## src/rtl/core/tfs_pkg.sv

```systemverilog
package tfs_pkg;

  localparam int unsigned IN_DATA_W  = 80;
  localparam int unsigned OUT_DATA_W = 80;

  localparam logic [2:0] OP_CREATE = 3'd0;
  localparam logic [2:0] OP_YIELD  = 3'd1;
  localparam logic [2:0] OP_SCHED  = 3'd2;
  localparam logic [2:0] OP_EXIT   = 3'd3;
  localparam logic [2:0] OP_GET    = 3'd4;

  localparam logic [1:0] ST_OK   = 2'd0;
  localparam logic [1:0] ST_FULL = 2'd1;
  localparam logic [1:0] ST_BAD  = 2'd2;
  localparam logic [1:0] ST_NONE = 2'd3;

  typedef enum logic [2:0] {
    S_IDLE,
    S_DECODE,
    S_FIND,
    S_QSCAN,
    S_DISPATCH,
    S_RDENT,
    S_RESULT
  } state_t;

  // controller to datapath
  typedef struct packed {
    logic       cap;
    logic       do_exit;
    logic       set_st;
    logic [1:0] st_val;
    logic       set_rid_run;
    logic       find_init;
    logic       find_step;
    logic       q_start;
    logic       q_step;
    logic       dispatch;
    logic       load_out;
  } tfs_cmd_t;

  // datapath to controller
  typedef struct packed {
    logic [2:0] op;
    logic       full;
    logic       tgt_bad;
    logic       tgt_self;
    logic       run_ok;
    logic       q_empty;
    logic       q_full;
    logic       slot_free;
    logic       find_last;
    logic       q_last;
    logic       out_free;
  } tfs_stat_t;

endpackage

```

## src/rtl/core/tfs_ctrl.sv

```systemverilog
module tfs_ctrl
  import tfs_pkg::*;
(
  input  logic      clk,
  input  logic      rst_n,
  input  logic      in_valid,
  output logic      in_ready,
  input  tfs_stat_t st,
  output tfs_cmd_t  cmd
);

  state_t state_r;
  state_t state_nxt;

  always_ff @(posedge clk) begin
    if (!rst_n) begin
      state_r <= S_IDLE;
    end else begin
      state_r <= state_nxt;
    end
  end

  always_comb begin
    state_nxt = state_r;
    case (state_r)
      S_IDLE: begin
        if (in_valid) state_nxt = S_DECODE;
      end
      S_DECODE: begin
        case (st.op)
          OP_CREATE: begin
            state_nxt = st.full ? S_RDENT : S_FIND;
          end
          OP_YIELD: begin
            if (st.tgt_bad || st.tgt_self) state_nxt = S_RDENT;
            else if (st.q_empty) state_nxt = S_DISPATCH;
            else state_nxt = S_QSCAN;
          end
          OP_SCHED, OP_EXIT: begin
            state_nxt = st.q_empty ? S_RDENT : S_QSCAN;
          end
          default: begin
            state_nxt = S_RDENT;
          end
        endcase
      end
      S_FIND: begin
        if (st.slot_free || st.find_last) state_nxt = S_RDENT;
      end
      S_QSCAN: begin
        if (st.q_last) state_nxt = S_DISPATCH;
      end
      S_DISPATCH: begin
        state_nxt = S_RDENT;
      end
      S_RDENT: begin
        state_nxt = S_RESULT;
      end
      S_RESULT: begin
        if (st.out_free) state_nxt = S_IDLE;
      end
      default: begin
        state_nxt = S_IDLE;
      end
    endcase
  end

  always_comb begin
    cmd      = '0;
    in_ready = 1'b0;
    case (state_r)
      S_IDLE: begin
        in_ready = 1'b1;
        cmd.cap  = in_valid;
      end
      S_DECODE: begin
        case (st.op)
          OP_CREATE: begin
            if (st.full) begin
              cmd.set_st = 1'b1;
              cmd.st_val = ST_FULL;
            end else begin
              cmd.find_init = 1'b1;
            end
          end
          OP_YIELD: begin
            if (st.tgt_bad) begin
              cmd.set_st = 1'b1;
              cmd.st_val = ST_BAD;
            end else if (st.tgt_self) begin
              cmd.set_rid_run = 1'b1;
            end else if (!st.q_empty) begin
              cmd.q_start = 1'b1;
            end
          end
          OP_SCHED, OP_EXIT: begin
            cmd.do_exit = (st.op == OP_EXIT);
            if (!st.q_empty) begin
              cmd.q_start = 1'b1;
            end else if (!(st.run_ok && st.op != OP_EXIT)) begin
              // nothing queued and nothing left running
              cmd.set_st = 1'b1;
              cmd.st_val = ST_NONE;
            end
          end
          default: begin
            if (st.run_ok) begin
              cmd.set_rid_run = 1'b1;
            end else begin
              cmd.set_st = 1'b1;
              cmd.st_val = ST_NONE;
            end
          end
        endcase
      end
      S_FIND: begin
        cmd.find_step = 1'b1;
        if (!st.slot_free && st.find_last) begin
          cmd.set_st = 1'b1;
          cmd.st_val = ST_FULL;
        end
      end
      S_QSCAN: begin
        cmd.q_step = 1'b1;
      end
      S_DISPATCH: begin
        cmd.dispatch = 1'b1;
      end
      S_RDENT: begin
        cmd = '0;
      end
      S_RESULT: begin
        cmd.load_out = st.out_free;
      end
      default: begin
        cmd = '0;
      end
    endcase
  end

endmodule

```

## src/rtl/core/tfs_dp.sv

```systemverilog
module tfs_dp
  import tfs_pkg::*;
#(
  parameter int unsigned NUM_THREADS = 16
) (
  input  logic                  clk,
  input  logic                  rst_n,
  input  logic [IN_DATA_W-1:0]  in_tdata,
  input  tfs_cmd_t              cmd,
  output tfs_stat_t             st,
  output logic                  out_tvalid,
  input  logic                  out_tready,
  output logic [OUT_DATA_W-1:0] out_tdata
);

  localparam int unsigned IW = $clog2(NUM_THREADS);
  localparam int unsigned CW = $clog2(NUM_THREADS + 1);
  localparam logic [NUM_THREADS-1:0] SLOT0 = NUM_THREADS'(1);
  localparam logic [IW-1:0] LAST_ID = IW'(NUM_THREADS - 1);

  // latched request
  logic [2:0]    op_r;
  logic [7:0]    tgt_r;
  logic [31:0]   addr_r;
  logic [31:0]   param_r;
  logic [IW-1:0] before_r;
  logic [IW-1:0] id_r;

  // thread table and scheduler state
  logic [NUM_THREADS-1:0] valid_r;
  logic [NUM_THREADS-1:0] started_r;
  logic [CW-1:0]          cnt_r;
  logic [CW-1:0]          live_r;
  logic [IW-1:0]          run_r;
  logic [IW-1:0]          last_r;

  // walk counters
  logic [IW-1:0] scan_r;
  logic [IW-1:0] tries_r;
  logic [IW-1:0] qi_r;
  logic          found_r;

  // result fields
  logic [1:0]    st_r;
  logic [IW-1:0] rid_r;
  logic          fresh_r;

  logic                  out_v_r;
  logic [OUT_DATA_W-1:0] out_data_r;

  // ready queue and entry table
  logic [IW-1:0] q_mem [NUM_THREADS];
  logic [IW-1:0] q_rd_r;
  logic          q_we;
  logic [IW-1:0] q_waddr;
  logic [IW-1:0] q_wdata;
  logic [IW-1:0] q_raddr;
  logic [63:0]   ent_mem [NUM_THREADS];
  logic [63:0]   ent_rd_r;

  logic          run_ok;
  logic          q_full;
  logic          slot_free;
  logic          q_last;
  logic          q_match;
  logic          head_mode;
  logic [CW-1:0] cnt_m1;
  logic [IW-1:0] scan_inc;
  logic [IW-1:0] last_inc;

  assign run_ok    = valid_r[run_r];
  assign q_full    = (cnt_r >= CW'(NUM_THREADS));
  assign slot_free = !valid_r[scan_r];
  assign cnt_m1    = cnt_r - CW'(1);
  assign q_last    = (CW'(qi_r) == cnt_m1);
  assign head_mode = (op_r != OP_YIELD);
  assign q_match   = head_mode ? (qi_r == '0) : (q_rd_r == id_r);
  assign scan_inc  = (scan_r == LAST_ID) ? '0 : scan_r + IW'(1);
  assign last_inc  = (last_r == LAST_ID) ? '0 : last_r + IW'(1);

  always_comb begin
    st           = '0;
    st.op        = op_r;
    st.full      = (live_r >= CW'(NUM_THREADS));
    st.tgt_bad   = (tgt_r >= 8'(NUM_THREADS)) || !valid_r[tgt_r[IW-1:0]];
    st.tgt_self  = (tgt_r[IW-1:0] == run_r);
    st.run_ok    = run_ok;
    st.q_empty   = (cnt_r == '0);
    st.q_full    = q_full;
    st.slot_free = slot_free;
    st.find_last = (tries_r == LAST_ID);
    st.q_last    = q_last;
    st.out_free  = !out_v_r || out_tready;
  end

  // one write port: tail push, compaction shift or re-queue of the runner
  always_comb begin
    q_we    = 1'b0;
    q_waddr = '0;
    q_wdata = '0;
    if (cmd.find_step && slot_free && !q_full) begin
      q_we    = 1'b1;
      q_waddr = cnt_r[IW-1:0];
      q_wdata = scan_r;
    end else if (cmd.q_step && found_r) begin
      q_we    = 1'b1;
      q_waddr = qi_r - IW'(1);
      q_wdata = q_rd_r;
    end else if (cmd.dispatch && run_ok && !q_full) begin
      q_we    = 1'b1;
      q_waddr = cnt_r[IW-1:0];
      q_wdata = run_r;
    end
  end

  assign q_raddr = (cmd.q_start || q_last) ? '0 : qi_r + IW'(1);

  always_ff @(posedge clk) begin
    if (q_we) q_mem[q_waddr] <= q_wdata;
    q_rd_r <= q_mem[q_raddr];
  end

  always_ff @(posedge clk) begin
    if (cmd.find_step && slot_free) ent_mem[scan_r] <= {param_r, addr_r};
    ent_rd_r <= ent_mem[run_r];
  end

  // control state
  always_ff @(posedge clk) begin
    if (!rst_n) begin
      valid_r   <= SLOT0;
      started_r <= SLOT0;
      cnt_r     <= '0;
      live_r    <= CW'(1);
      run_r     <= '0;
      last_r    <= '0;
      out_v_r   <= 1'b0;
    end else begin
      if (cmd.do_exit && run_ok) begin
        valid_r[run_r] <= 1'b0;
        if (live_r != '0) live_r <= live_r - CW'(1);
      end
      if (cmd.find_step && slot_free) begin
        valid_r[scan_r]   <= 1'b1;
        started_r[scan_r] <= 1'b0;
        last_r            <= scan_r;
        live_r            <= live_r + CW'(1);
        if (!q_full) cnt_r <= cnt_r + CW'(1);
      end
      if (cmd.q_step && q_last && (found_r || q_match)) begin
        cnt_r <= cnt_m1;
      end
      if (cmd.dispatch) begin
        started_r[id_r] <= 1'b1;
        run_r           <= id_r;
        if (run_ok && !q_full) cnt_r <= cnt_r + CW'(1);
      end
      if (cmd.load_out) begin
        out_v_r <= 1'b1;
      end else if (out_tready) begin
        out_v_r <= 1'b0;
      end
    end
  end

  // payload
  always_ff @(posedge clk) begin
    if (cmd.cap) begin
      op_r     <= in_tdata[2:0];
      tgt_r    <= in_tdata[10:3];
      addr_r   <= in_tdata[42:11];
      param_r  <= in_tdata[74:43];
      id_r     <= in_tdata[3 +: IW];
      before_r <= run_r;
      st_r     <= ST_OK;
      rid_r    <= '0;
      fresh_r  <= 1'b0;
    end
    if (cmd.set_st) st_r <= cmd.st_val;
    if (cmd.set_rid_run) rid_r <= run_r;
    if (cmd.find_init) begin
      scan_r  <= last_inc;
      tries_r <= '0;
    end
    if (cmd.find_step) begin
      if (slot_free) begin
        rid_r <= scan_r;
      end else begin
        scan_r  <= scan_inc;
        tries_r <= tries_r + IW'(1);
      end
    end
    if (cmd.q_start) begin
      qi_r    <= '0;
      found_r <= 1'b0;
    end
    if (cmd.q_step) begin
      qi_r <= qi_r + IW'(1);
      if (!found_r && q_match) begin
        found_r <= 1'b1;
        // head of the queue becomes the dispatch target
        if (head_mode) id_r <= q_rd_r;
      end
    end
    if (cmd.dispatch) begin
      fresh_r <= !started_r[id_r];
      if (op_r == OP_YIELD) rid_r <= run_r;
    end
    if (cmd.load_out) begin
      out_data_r <= {4'b0,
                     run_ok ? ent_rd_r[63:32] : 32'd0,
                     run_ok ? ent_rd_r[31:0] : 32'd0,
                     fresh_r,
                     (run_r != before_r),
                     4'(run_r),
                     4'(rid_r),
                     st_r};
    end
  end

  assign out_tvalid = out_v_r;
  assign out_tdata  = out_data_r;

endmodule

```

## src/rtl/core/thread_table_fifo_scheduler_top.sv

```systemverilog
// channel  dir  handshake          payload
// in_      in   in_tvalid/tready   opcode, target_thread, entry_addr, entry_param
// out_     out  out_tvalid/tready  status, result_id, running_thread, switched,
//                                  first_run, run_entry_addr, run_entry_param
//
// one request at a time; get, bad or self yield, full create and schedule or exit
// with nothing queued go from decode straight to the entry read and the result
// create probes slots in turn, starting after the last created slot
// yield, schedule and exit walk a non-empty ready queue entry by entry before dispatch
// rst_n is synchronous; entry table and queue memories are not cleared
// a new request is taken while the previous result waits in the output register

module thread_table_fifo_scheduler_top
  import tfs_pkg::*;
#(
  parameter int unsigned NUM_THREADS = 16
) (
  input  logic                  clk,
  input  logic                  rst_n,
  input  logic                  in_tvalid,
  output logic                  in_tready,
  // opcode[2:0], target_thread[10:3], entry_addr[42:11], entry_param[74:43], zero
  input  logic [IN_DATA_W-1:0]  in_tdata,
  output logic                  out_tvalid,
  input  logic                  out_tready,
  // status[1:0], result_id[5:2], running_thread[9:6], switched[10], first_run[11],
  // run_entry_addr[43:12], run_entry_param[75:44], zero
  output logic [OUT_DATA_W-1:0] out_tdata
);

  tfs_cmd_t  cmd;
  tfs_stat_t st;

  tfs_ctrl u_ctrl (
    .clk      (clk),
    .rst_n    (rst_n),
    .in_valid (in_tvalid),
    .in_ready (in_tready),
    .st       (st),
    .cmd      (cmd)
  );

  tfs_dp #(
    .NUM_THREADS (NUM_THREADS)
  ) u_dp (
    .clk        (clk),
    .rst_n      (rst_n),
    .in_tdata   (in_tdata),
    .cmd        (cmd),
    .st         (st),
    .out_tvalid (out_tvalid),
    .out_tready (out_tready),
    .out_tdata  (out_tdata)
  );

  // one request in flight
  a_one_in_flight: assert property (@(posedge clk) disable iff (!rst_n)
    in_tvalid && in_tready |=> !in_tready)
    else $error("request taken while another is in progress");

  // live count keeps a free slot reachable within one full sweep
  a_find_hits: assert property (@(posedge clk) disable iff (!rst_n)
    cmd.find_step && st.find_last |-> st.slot_free)
    else $error("free slot search ran out with table not full");

  // the ready queue never overflows on a re-queue
  a_queue_room: assert property (@(posedge clk) disable iff (!rst_n)
    cmd.dispatch && st.run_ok |-> !st.q_full)
    else $error("ready queue full on dispatch");

endmodule

```

## config.mk

```make
export PLATFORM = sky130hd
export DESIGN_NAME = thread_table_fifo_scheduler_top
export DESIGN_NICKNAME = d
export VERILOG_FILES = /design/src/rtl/core/tfs_pkg.sv /design/src/rtl/core/tfs_ctrl.sv /design/src/rtl/core/tfs_dp.sv /design/src/rtl/core/thread_table_fifo_scheduler_top.sv
export SDC_FILE = /design/constraint.sdc
export NUM_CORES = 1
export LEC_CHECK = 0
export ABC_AREA = 1
export BUFFER_PORTS_ARGS = -buffer_cell sky130_fd_sc_hd__buf_2
export CAP_MARGIN = 30
export CORE_ASPECT_RATIO = 1.25
export CORE_MARGIN = 3
export CORE_UTILIZATION = 30
export DETAILED_ROUTE_END_ITERATION = 12
export HOLD_SLACK_MARGIN = 0.02
export PLACE_DENSITY = 0.45
export SLEW_MARGIN = 15
export SYNTH_ARGS = -nofsm -noshare
export SYNTH_HDL_FRONTEND = slang
export SYNTH_HIERARCHICAL = 1
export SYNTH_SLANG_ARGS = --single-unit
```

## constraint.sdc

```tcl
create_clock -name clk -period 11.8 [get_ports clk]
set_input_delay 2.36 -clock clk [delete_from_list [all_inputs] [get_ports clk]]
set_output_delay 2.36 -clock clk [all_outputs]
set_load 0.01 [all_outputs]
```

==> reports/metrics.yaml <==
synth:
  synth.cell_area_sq_um: 52300
  synthesis.yosys.warnings: 6
  syn-instance-count: 3502
  synth_area_per_cell_sq_um: 14.9
clock_network:
  worst_setup_hold_path_clk_slew_ns: 0.05
  post_cts_resize_count: 0
  clock_tree.buffer_depth: 3
  post-cts-setup-buffers: 0
  h_tree_level_count: 4
  number_of_clock_buffers_inserted_by_tritoncts: 150
  cts_hold_repair.buffers: 0
  tritoncts: "yes"
  clk_latency_ns: 0.79
  cts_root_buffer: "sky130_fd_sc_hd__clkbuf_16"
  clock-sinks: 1389
die:
  row_count: 170
  start_util: 0.303
  design.core.area_sq_um: 173000
  die_area_sq_um: 179000
  dieWidth_um: 379
  chipHeight_um: 473
  ioPinCount: 166
place:
  placed_cells_incl_taps: 5844
  hpwlAfterDp_um: 74600
  place.gp.congestion: 0.816
  port_buffers: 156
  placed_cell_area_sq_um: 55700
timing:
  timing.final.max_slew_violations: 0
  fin_skew_ns: 0.0408
  max_slew.worst_pin.slew_ns: 1.07
  fmax_mhz: 230
  timing.final.crit_period_ns: 4.35
  fin_tns_setup_ns: 0
  hold_viol_final: 0
  slew_headroom: 0.288
  rsz0062_at_grt: "false"
  fin_crit_sh: 0.369
  finalSetupViolCount: 0
critical_path:
  critPathKind: "reg2reg"
  critPathArrivalTime_ns: 4.73
  cp_slowest_stage_delay_ns: 0.88
  start_kind: "flop"
  setup.worst_path.end_class: "flop"
  crit_path_max_fanout: 41
  crit_path_cell_trace: "inv_2 > nor3_1 > nand2_2 > inv_2 > nand2_1 > inv_4 > buf_4"
  cp_common_cell: "sky130_fd_sc_hd__inv_2"
  worst-endpoint-required_ns: 12.17
  timing.critical_path.slowest_stage_cell: "sky130_fd_sc_hd__buf_4"
power_and_ir_drop:
  ir_drop_v: 0.000132
  power.total_uw: 12700
  static-leakage-power_uw: 0.0204
  p_per_area_nw_per_um2: 209
grt:
  grt.overflow.total: 0
  first_global_vias: 30700
  pin_count_of_the_biggest_net_entering_global_routing: 156
  globalRouteTotalUtil: 0.162
  antenna_found_initial: 10
  global_route_wire_length_before_repair_um: 213000
run_status:
  run_status: "finished, final reports clean"
layout:
  design_area_sq_um: 60600
  synthToLayoutAreaGrowth_pct: 15.9
  util_after_layout: 0.352
  most_common_cell_after_layout_fill_and_taps_aside: "sky130_fd_sc_hd__edfxtp_1"
  mostFrequentLayoutCells: "1,250 x sky130_fd_sc_hd__edfxtp_1, 516 x sky130_fd_sc_hd__a22oi_1, 342 x sky130_fd_sc_hd__nand2_1"
  final_layout_size_suffix_gt1_frac: 0.132
  layoutNonFillerInstCount: 6131
  finish.net_count: 3774
routing:
  totalWireLength_um: 147000
  ratio_of_routed_vias_to_standard_cells: 4.94
  route.vias.total: 30300
  dr.pass1.iters: 5
  routedWlPerCell_um: 24.0
  antenna_violating_nets_left: 0
  remaining_drc_errors: 0
  initialDrtViolationCount: 2455
worst_hold_path:
  worst_hold_class: "reg2reg"
job:
  max_cap_violations: 0
-- path summary, 6_finish.rpt --
kind	from	endpoint	slack (ns)	cells after the start
setup / recovery	u_ctrl/state_r[1]	u_dp/ent_mem[7][24]	7.45	7
hold / removal	u_dp/st_r[1]	u_dp/out_tdata[1]	0.41	0
hold reg to reg	u_dp/st_r[1]	u_dp/out_tdata[1]	0.41	0
setup reg to reg	u_ctrl/state_r[1]	u_dp/ent_mem[7][24]	7.45	7
-- metrics by stage --
stage / hold WS (ns) / setup WS (ns)
6_report: 0.413 / 7.45
5_1_grt: 0.431 / 7.19
4_1_cts: 0.418 / 7.38
3_5_place_dp: 0.410 / 7.19
3_3_place_gp: 0.414 / 6.79
2_1_floorplan: 0.400 / 4.99
-- sequential cells by signal, summed over array words and instances, names as in the netlist, 5 cells and up --
name            cells
u_dp/ent_mem     1024
u_dp/out_tdata     76
u_dp/ent_rd_r      64
u_dp/q_mem         64
u_dp/addr_r        32
u_dp/param_r       32
u_dp/started_r     16
u_dp/valid_r       16
u_dp/tgt_r          8
u_dp/cnt_r          5
u_dp/live_r         5
-- critical path, delay by kind of cell (launching register included) --
| kind | cells | cell delay (ns) |
|---|---|---|
| flip-flops | 1 | 0.53 |
| buffers and inverters | 4 | 1.97 |
| AND/OR/NAND/NOR | 3 | 1.37 |
-- layout make-up --
| class | instances | area, sq um |
|---|---|---|
| Antenna cell | 4 | 10.0 |
| Clock buffer | 210 | 4140 |
| Clock inverter | 71 | 733 |
| Multi-Input combinational cell | 1679 | 10200 |
| Sequential cell | 1389 | 40300 |
| Timing Repair Buffer | 214 | 1350 |
| Inverter | 242 | 953 |
| Fill cell | 16600 | 112000 |
| Tap cell | 2322 | 2910 |
-- per-layer routing --
layer / track usage / wire (um) / vias to the layer above
met3: 0.0284 / 7610 / 193
li1: - / - / 13700
met1: 0.228 / 67800 / 15600
met4: 0.0412 / 2880 / 0
met2: 0.259 / 69100 / 820
met5: 0 / 0 / -
-- power breakdown --
part	switching [uW]	internal (uW)	leakage [uW]
registers	347	5900	0.0124
clock network	2000	2640	0.00237
logic	1260	552	0.00557
total	3610	9100	0.0204
(Power assumes the default switching activity.)
